### config.mk
export PLATFORM = sky130hd
export DESIGN_NAME = qbs_ram
export DESIGN_NICKNAME = d
export VERILOG_FILES = /design/src/design/qbs_ram.sv
export SDC_FILE = /design/constraint.sdc
export NUM_CORES = 2
export LEC_CHECK = 0
export BUFFER_PORTS_ARGS = -buffer_cell sky130_fd_sc_hd__buf_4
export CAP_MARGIN = 25
export CORE_AREA = 2 2 330 365
export DETAILED_ROUTE_END_ITERATION = 10
export DIE_AREA = 0 0 332 367
export GPL_ROUTABILITY_DRIVEN = 0
export PLACE_DENSITY = 0.83
export RECOVER_POWER = 50
export SYNTH_ARGS = -nofsm -noshare
export SYNTH_HDL_FRONTEND = slang
export SYNTH_SLANG_ARGS = --single-unit
### constraint.sdc
create_clock -name clk -period 7.2 [get_ports clk]
set_input_delay 0.72 -clock clk [delete_from_list [all_inputs] [get_ports clk]]
set_output_delay 0.72 -clock clk [all_outputs]
set_load 0.01 [all_outputs]
### src/design/qbs_ram.sv
`timescale 1ns / 1ps
// ----------------------------------------------------------------------------
// qbs_ram
// Generic simple dual-port RAM: one write port, one read port, registered read.
// ----------------------------------------------------------------------------
module qbs_ram #(
  parameter int WIDTH = 32,
  parameter int DEPTH = 64
) (
  input  logic                     clk,
  input  logic                     we,
  input  logic [$clog2(DEPTH)-1:0] waddr,
  input  logic [WIDTH-1:0]         wdata,
  input  logic [$clog2(DEPTH)-1:0] raddr,
  output logic [WIDTH-1:0]         rdata
);

  logic [WIDTH-1:0] mem [DEPTH];

  always_ff @(posedge clk) begin
    if (we) begin
      mem[waddr] <= wdata;
    end
    rdata <= mem[raddr];
  end

endmodule

==> results.ini <==
[run_status]
status=finished with violations
violations=max-capacitance violations, max-slew violations

[sta]
fmax_mhz=255
setup_ws_ps=3280
setup_viol=0
fin_crit_ps=3920
finClkSkew_ps=31.5
finalHoldViolations=0
worst_pin_slew_ps=3560
worst_hold_slack_ps=507
relSlewSlack_pct=-138
slew_viol_final=2147
period_share_pct=54.5
finalSetupTns_ps=0
rsz0062_at_grt=no

[logic_synthesis]
syn-num-nets=3370
synthArstFlopShare_pct=0
ys.warnings.count=0
synth_edf_count=2048
synth_area_per_cell_um2=23.6
ys_seq_area_share_pct=79.1
synth_area_um2=78500
yosysMostFrequentCell=edfxtp_1
syn_inst=3324
synth_common_cells=edfxtp_1 (2048), mux4_2 (544), nor2_1 (137)
synth.ff_latch_count=2080
synth_cell_types=34
yosys_most_used_dff=edfxtp_1
synthTopCellsByArea=edfxtp_1 (78%), mux4_2 (16%), mux2i_1 (1.2%)
yosysTopAreaCellShare_pct=78.3
yosysTopAreaCell=edfxtp_1

[floorplan]
coreArea_um2=118000
dieArea_um2=122000
die_w_um=332
initial_core_util_pct=66.3
die_y_um=367
num_rows=133
io_pins=78

[detailed_routing]
vias=39200
first_pass_iters=7
post-route-drc-count=0
routedWlPerCell_um=41.2
wl_um=215000
viasPerCell=7.51
ant_nets=0
drtIter0Drc=7860

[clock_tree]
cts_buffer_depth=3
cts_root_buf=clkbuf_16
cts_buffers=186
htreeDepth=4
clkSinkCount=2080
clock_latency_ps=820
cts_resized=0
cts_setup_buffers=0
clk_pin_slew_ps=70
cts_hold_buf=0
cts_tree=built

[place]
dp_hpwl_um=106000
dp.cells=4863
post-place-ws_ps=2760
placed_area_um2=81400
io_buffers=77

[setup_path]
crit_path_end_kind=flop
critPathRequiredTime_ps=7840
critPathLaunchType=primary input
critPathArrivalTime_ps=4570
crit_top_cell=buf_4
crit_path_top_delay_cell=a31oi_1
crit_path_max_incr_delay_ps=910
path_class=primary input to flop
path_cells=buf_8 > buf_4 > buf_4 > mux4_2 > mux2i_1 > nand2_1 > a31oi_1 > nor2_1
path_max_fanout=75

[power_and_ir_drop]
powerDensity_nw_per_um2=283
power_leakage_nw=27.1
finalPower_mw=24.7
irDropWorstVdd_v=0.000227

[grt]
grt_pass1_vias=40300
grt_antenna_before_repair=23
grt_usage_pct=36.0
grt_max_degree=117
grt_pass1_wl_um=302000
overflow=0

[final_layout]
syn2layout_area_growth_pct=11.2
utilization_pct=73.7
post-route-cell-area_um2=87300
drive_gt1_share_pct=27.7
fill_cells=5879
nNetsFinal=3549
multi_input_area_um2=15900
fin_cells=5225
regArea_um2=62100

[min_path]
min_path_type=primary input to flop

[job]
drv_cap=34

state kept, by name, summed over array words and instances (netlist names):
register  cells
rdata        32
mem        2048
metal layers:
layer,global-route usage [%],wire length (µm)
met5,0,196
met4,20.4,14600
met3,9.60,29900
met1,45.5,65500
met2,57.6,105000
area by class of cell:
type	instances	share of cell area, %
sequential	2080	71.2
tap	1552	2.22
antenna	10	0.0287
timing repair buffer	173	1.49
clock inverter	96	0.922
clock buffer	252	5.92
multi-input combinational	1062	18.2
logic make-up (layout without fill, tap and decap cells):
logic type	Yosys count	in the layout	share of synthesized area (%)
muxes	637	637	16.8
DFF	2080	2080	79.1
AOI/OAI and AO/OA	202	202	1.67
buffers and inverters	182	521	1.13
other	0	10	0
and+or+nand+nor	223	223	1.27
path summary, 6_finish.rpt:
| path | start | end | slack [ps] | depth (start not counted) |
|---|---|---|---|---|
| min | raddr[4] | rdata[21] | 510 | 3 |
| max reg2reg | mem[15][23] | rdata[23] | 4690 | 5 |
| min reg2reg | mem[45][24] | rdata[24] | 940 | 5 |
| max | raddr[1] | rdata[18] | 3280 | 8 |
cell usage in the layout, fill, tap and decap left out, drive strengths merged, types with 26 or more instances in the layout:
cell type     n
edfxtp     2048
mux4        544
clkbuf      288
buf         137
nor2        137
mux2i        93
o22ai        84
clkinv       72
a21oi        62
dfxtp        32
o221ai       27
nand2        26
report_power, final:
| group | internal (mW) | leakage [nW] | switching (mW) |
|---|---|---|---|
| combinational | 0.446 | 5.46 | 0.845 |
| clock | 5.47 | 2.93 | 4.39 |
| sequential | 13.4 | 18.7 | 0.0836 |
| total | 19.3 | 27.1 | 5.32 |
critical path: cells and delay by family:
kind                   cells  cell delay (ps)
AND/OR/NAND/NOR            2              200
buffers and inverters      3             1690
multiplexers               2              800
AO/OA/AOI/OAI              1              910
Note: power is estimated with default switching activity, not from simulation.
