--- config.mk ---
export PLATFORM = sky130hd
export DESIGN_NAME = qbs_mac
export DESIGN_NICKNAME = d
export VERILOG_FILES = /design/src/design/qbs_pkg.sv /design/src/design/qbs_mac.sv
export SDC_FILE = /design/constraint.sdc
export NUM_CORES = 2
export LEC_CHECK = 0
export BUFFER_PORTS_ARGS = -buffer_cell sky130_fd_sc_hd__clkbuf_2
export CAP_MARGIN = 20
export CORE_UTILIZATION = 57
export DETAILED_ROUTE_END_ITERATION = 12
export GPL_TIMING_DRIVEN = 0
export PLACE_DENSITY = 0.8
export REMOVE_ABC_BUFFERS = 1
export SYNTH_ARGS = -nofsm -noshare
export SYNTH_HDL_FRONTEND = slang
export SYNTH_SLANG_ARGS = --single-unit
export TNS_END_PERCENT = 100
--- constraint.sdc ---
create_clock -name clk -period 9.8 [get_ports clk]
set_input_delay 0.98 -clock clk [delete_from_list [all_inputs] [get_ports clk]]
set_output_delay 0.98 -clock clk [all_outputs]
set_load 0.01 [all_outputs]
--- src/design/qbs_pkg.sv ---
`timescale 1ns / 1ps
// ----------------------------------------------------------------------------
// qbs_pkg
// Shared sizes, codes and types of the quadratic b-spline point evaluator.
// ----------------------------------------------------------------------------
package qbs_pkg;

  localparam int MAX_POINTS = 64;
  localparam int COORD_W    = 16;
  localparam int FRAC_W     = 16;
  localparam int IDX_W      = $clog2(MAX_POINTS);
  localparam int CNT_W      = 7;

  // weights are exact at scale 2^(2*FRAC_W+1); the largest is 2^(2*FRAC_W+1)
  localparam int WEIGHT_W   = 2 * FRAC_W + 2;
  localparam int PROD_W     = WEIGHT_W + 1 + COORD_W;
  localparam int ACC_W      = PROD_W + 1;
  localparam int TOT_SHIFT  = 2 * FRAC_W + 1;

  localparam logic REQ_WRITE = 1'b0;
  localparam logic REQ_EVAL  = 1'b1;

  typedef enum logic [1:0] {
    MODE_LINEAR,
    MODE_FIRST,
    MODE_LAST,
    MODE_UNIFORM
  } mode_t;

  typedef enum logic [1:0] {
    TAP_0,
    TAP_1,
    TAP_2
  } tap_t;

  typedef logic [WEIGHT_W-1:0] weight_t;

  // travels with each table read, aligned with the read data
  typedef struct packed {
    logic valid;
    tap_t sel;
    logic first;
    logic last;
    logic use_pt;
  } rd_ctl_t;

endpackage

--- src/design/qbs_mac.sv ---
`timescale 1ns / 1ps
// ----------------------------------------------------------------------------
// qbs_mac
// One axis: weight times coordinate per read beat, accumulate, round, saturate.
// ----------------------------------------------------------------------------
module qbs_mac (
  input  logic                                clk,
  input  logic                                rst,
  input  qbs_pkg::rd_ctl_t                    ctl,
  input  qbs_pkg::weight_t                    w0,
  input  qbs_pkg::weight_t                    w1,
  input  qbs_pkg::weight_t                    w2,
  input  logic signed [qbs_pkg::COORD_W-1:0]  coord,
  output logic                                res_valid,
  output logic signed [qbs_pkg::COORD_W-1:0]  res
);
  import qbs_pkg::*;

  localparam int RND_W = ACC_W - TOT_SHIFT;
  localparam logic signed [ACC_W-1:0] HALF =
    {{(ACC_W - TOT_SHIFT){1'b0}}, 1'b1, {(TOT_SHIFT - 1){1'b0}}};
  localparam logic signed [RND_W-1:0] MAX_R =
    {{(RND_W - COORD_W + 1){1'b0}}, {(COORD_W - 1){1'b1}}};
  localparam logic signed [RND_W-1:0] MIN_R =
    {{(RND_W - COORD_W + 1){1'b1}}, {(COORD_W - 1){1'b0}}};

  weight_t                    w_sel;
  logic signed [COORD_W-1:0]  c_use;
  logic signed [PROD_W-1:0]   w_ext, c_ext;
  logic signed [PROD_W-1:0]   prod;
  logic                       p_valid, p_first, p_last;
  logic signed [ACC_W-1:0]    acc, acc_next;
  logic                       a_done;
  logic signed [ACC_W-1:0]    rsum;
  logic signed [RND_W-1:0]    rq;
  logic signed [COORD_W-1:0]  sat;

  always_comb begin
    case (ctl.sel)
      TAP_0:   w_sel = w0;
      TAP_1:   w_sel = w1;
      default: w_sel = w2;
    endcase
    // unused tap of the linear blend contributes nothing
    c_use = ctl.use_pt ? coord : '0;
    w_ext = {{(PROD_W - WEIGHT_W){1'b0}}, w_sel};
    c_ext = {{(PROD_W - COORD_W){c_use[COORD_W-1]}}, c_use};
  end

  always_comb begin
    acc_next = {prod[PROD_W-1], prod};
    if (!p_first) begin
      acc_next = acc + {prod[PROD_W-1], prod};
    end
    // round half up, then clamp to the coordinate range
    rsum = acc + HALF;
    rq   = rsum[ACC_W-1:TOT_SHIFT];
    if (rq > MAX_R) begin
      sat = MAX_R[COORD_W-1:0];
    end else if (rq < MIN_R) begin
      sat = MIN_R[COORD_W-1:0];
    end else begin
      sat = rq[COORD_W-1:0];
    end
  end

  always_ff @(posedge clk) begin
    if (rst) begin
      p_valid   <= 1'b0;
      a_done    <= 1'b0;
      res_valid <= 1'b0;
    end else begin
      p_valid   <= ctl.valid;
      a_done    <= p_valid && p_last;
      res_valid <= a_done;
    end
    prod    <= w_ext * c_ext;
    p_first <= ctl.first;
    p_last  <= ctl.last;
    if (p_valid) begin
      acc <= acc_next;
    end
    if (a_done) begin
      res <= sat;
    end
  end

endmodule

==> flow_summary.yaml <==
power_and_ir_drop:
  p_sw_w: 0.00407
  comb_power_share_pct: 79.7
  p_per_area_nw_per_um2: 288
  pwr-share-seq_pct: 11.9
  vdd_drop_max_uv: 184
  p_leak_nw: 13.5
  power.share.switching_pct: 52.1
  p_clk_share_pct: 8.4
  internal_power_w: 0.00375
sta:
  setup_viol: 0
  min_period_ps: 8800
  skew_ps: 9.05
  max_slew.worst_pin.slew_ps: 1180
  rsz0062_at_grt: "no"
  fmax_mhz: 114
  setup_ws_ps: 996
  slew_headroom_pct: 20.8
  fin_crit_sh_pct: 89.8
  maxSlewViolCount: 0
  final-hold-violation-count: 0
min_path:
  holdCritPathClass: "flop to flop"
setup_path:
  critical_path.startpoint_type: "primary input"
  startpoint: "ctl[3]"
  endpoint_kind: "flop"
  cp_data_arrival_time_ps: 9150
  crit_end: "prod[49]$_DFF_P_"
  cp.required_ps: 10150
  regToRegEndpoint: "acc[28]$_DFFE_PP_"
  rr_worst_depth: 14
  cp_max_fo: 19
  critical_path_class: "primary input to flop"
  reg2reg_from: "prod[0]$_DFF_P_"
  r2r_slack_ps: 6100
placed_design:
  numPortBuffers: 142
  dp_slack_ps: 530
  gp_congestion: 0.973
  hpwlAfterDp_mm: 54.0
  place_area_um2: 26400
synth:
  ys_seq_area_share_pct: 12.5
  ys.flop_type: "edfxtp_1"
  synth_area_per_cell_um2: 8.49
  synthArstFlopShare_pct: 0
  netlist_area_um2: 25200
  synthCells: 2969
  synth-edff-count: 68
  yosysUniqueCellTypes: 68
  ys_ff_latch: 124
  ys_warn_count: 0
detailed_routing:
  vias_per_cell: 5.66
  drc: 0
  ant_nets: 0
  drt_first_pass_iters: 5
  drt_iter0_drc: 1700
  routed_wl_mm: 66.8
  num_vias: 20500
  wl_per_cell_um: 18.4
global_route:
  first_global_vias: 21300
  grt_pass1_wl_mm: 107
  track_usage_pct: 30.7
  grt_overflow: 0
  grt_max_degree: 102
  antenna_found_initial: 0
layout:
  num-fill-cells: 3638
  diodes: 0
  postLayoutCellArea_um2: 27200
  syn_to_final_growth_pct: 7.79
  final_nets: 3807
  final_cell_mix: "inv_1, fa_1, nand2_1"
  layout_commonest_cell: "inv_1"
  drive_above_1_share_pct: 7.27
clock_network:
  postCtsHoldBufs: 0
  cts-resized-gates: 0
  clk_pin_slew_ps: 60
  cts_sinks: 124
  root_buffer: "clkbuf_16"
  postCtsSetupBuffers: 0
  clk_latency_ps: 420
  cts_tree: "built"
  cts_buffers: 17
  cts_buffer_depth: 2
  cts_max_level: 4
die:
  dieArea_um2: 45100
  start_util_pct: 58.1
  rows: 76
  core_area_um2: 43400
  die_w_um: 212
  num_io_pins: 143
  fp.dieH_um: 212
job:
  drv_cap: 0
status:
  status: "complete, no violations"
==> layout make-up <==
cell class / count / area [µm²] / share of cell area, %
Tap cell: 585 / 732 / 2.69
Sequential cell: 124 / 3170 / 11.7
Timing Repair Buffer: 166 / 1090 / 4.01
Clock inverter: 14 / 195 / 0.718
Clock buffer: 18 / 429 / 1.58
Multi-Input combinational cell: 2142 / 19400 / 71.4
Inverter: 575 / 2160 / 7.94
==> metal layers <==
metal | track usage [%] | part of all wire, %
met5 | 0 | 0
met4 | 13.4 | 4.3
met3 | 7.81 | 9.6
met2 | 49.5 | 46
met1 | 39.3 | 40
==> critical path, stage by stage <==
cell	delay, ps
clkbuf_2	440
buf_12	260
mux2i_1	120
o21ai_0	920
nand2_1	190
fa_1	580
fa_1	550
inv_1	50
fa_1	490
fa_1	500
fa_1	490
inv_1	50
fa_1	490
inv_1	40
ha_1	360
and3_4	230
a221oi_2	330
o21bai_1	170
a2111oi_4	420
a211o_1	180
nand3_1	140
a41o_1	300
o41a_1	360
a21o_1	210
a21oi_2	140
xnor2_1	120
==> stage by stage <==
| step | hold slack (ps) | instances | util, % | power, W | setup TNS [ps] |
|---|---|---|---|---|---|
| floorplan | 395 | 2841 | - | 0.00546 | 0 |
| global placement | 412 | 3568 | 60.3 | 0.00684 | -1550 |
| finish | 434 | 3624 | 62.7 | 0.00782 | 0 |
| global route | 454 | 3624 | 62.7 | 0.00859 | 0 |
| detailed placement | 423 | 3582 | 60.8 | 0.00701 | 0 |
| CTS | 440 | 3614 | 62.3 | 0.00773 | 0 |
==> sequential cells by signal, summed over array words and instances, names as in the netlist <==
name / count
res: 16
res_valid: 1
acc: 52
p_valid: 1
p_last: 1
p_first: 1
a_done: 1
prod: 51
==> kinds of logic (layout without fill, tap and decap cells) <==
group	count (synthesis)	after routing	synth area share (%)
xor gates and xnor gates	107	107	3.72
DFF	124	124	12.5
and+or+nand+nor	898	898	14.7
AOI/OAI and AO/OA	442	442	11.1
adders and majority gates	655	655	45.8
muxes	40	40	1.61
buffers and inverters	703	773	10.5
==> power groups by stage <==
stage          clock [W]  combinational [W]  sequential (W)
2_1_floorplan          0            0.00457        0.000892
3_3_place_gp           0            0.00590        0.000935
3_5_place_dp           0            0.00607        0.000938
4_1_cts         0.000668            0.00613        0.000929
5_1_grt         0.000689            0.00695        0.000948
6_report        0.000658            0.00623        0.000932
==> worst min path at each step <==
stage               cells after the start                end            from  slack, ps
floorplan                               2  a_done$_SDFF_PP0_  p_last$_DFF_P_        400
global placement                        2  a_done$_SDFF_PP0_  p_last$_DFF_P_        410
detailed placement                      2  a_done$_SDFF_PP0_  p_last$_DFF_P_        420
CTS                                     2  a_done$_SDFF_PP0_  p_last$_DFF_P_        440
global route                            2  a_done$_SDFF_PP0_  p_last$_DFF_P_        450
finish                                  2  a_done$_SDFF_PP0_  p_last$_DFF_P_        430
==> cell usage after synthesis (all sizes together), types with 2 or more instances <==
| cell type | number | area share (%) |
|---|---|---|
| clkbuf | 116 | 1.7 |
| nor3 | 13 | 0.26 |
| mux2i | 36 | 1.4 |
| and2 | 21 | 0.52 |
| nor2b | 16 | 0.40 |
| and4 | 4 | 0.14 |
| edfxtp | 68 | 8.1 |
| ha | 208 | 10 |
| a2111oi | 3 | 0.21 |
| xor2 | 48 | 1.7 |
| dfxtp | 56 | 4.4 |
| a31oi | 14 | 0.37 |
| nand3 | 36 | 0.71 |
| a211oi | 10 | 0.32 |
| nor3b | 2 | 0.060 |
| o21a | 41 | 1.2 |
| o21ai | 140 | 2.8 |
| a221oi | 3 | 0.13 |
| nand2 | 444 | 6.6 |
| o211ai | 3 | 0.089 |
| inv | 574 | 8.5 |
| a21o | 72 | 2.2 |
| or2 | 3 | 0.074 |
| o41ai | 3 | 0.16 |
| nand2b | 15 | 0.37 |
| buf | 12 | 0.21 |
| and3 | 15 | 0.39 |
| a31o | 3 | 0.10 |
| a21boi | 3 | 0.089 |
| mux2 | 4 | 0.18 |
| o22ai | 3 | 0.074 |
| o31a | 3 | 0.10 |
| o2111ai | 4 | 0.14 |
| o31ai | 9 | 0.27 |
| a211o | 7 | 0.24 |
| o21bai | 13 | 0.40 |
| a21oi | 101 | 2.0 |
| nor2 | 309 | 4.6 |
| fa | 447 | 35 |
| nand4 | 16 | 0.40 |
| xnor2 | 59 | 2.0 |
No activity file was read; power rests on OpenSTA's default activity.
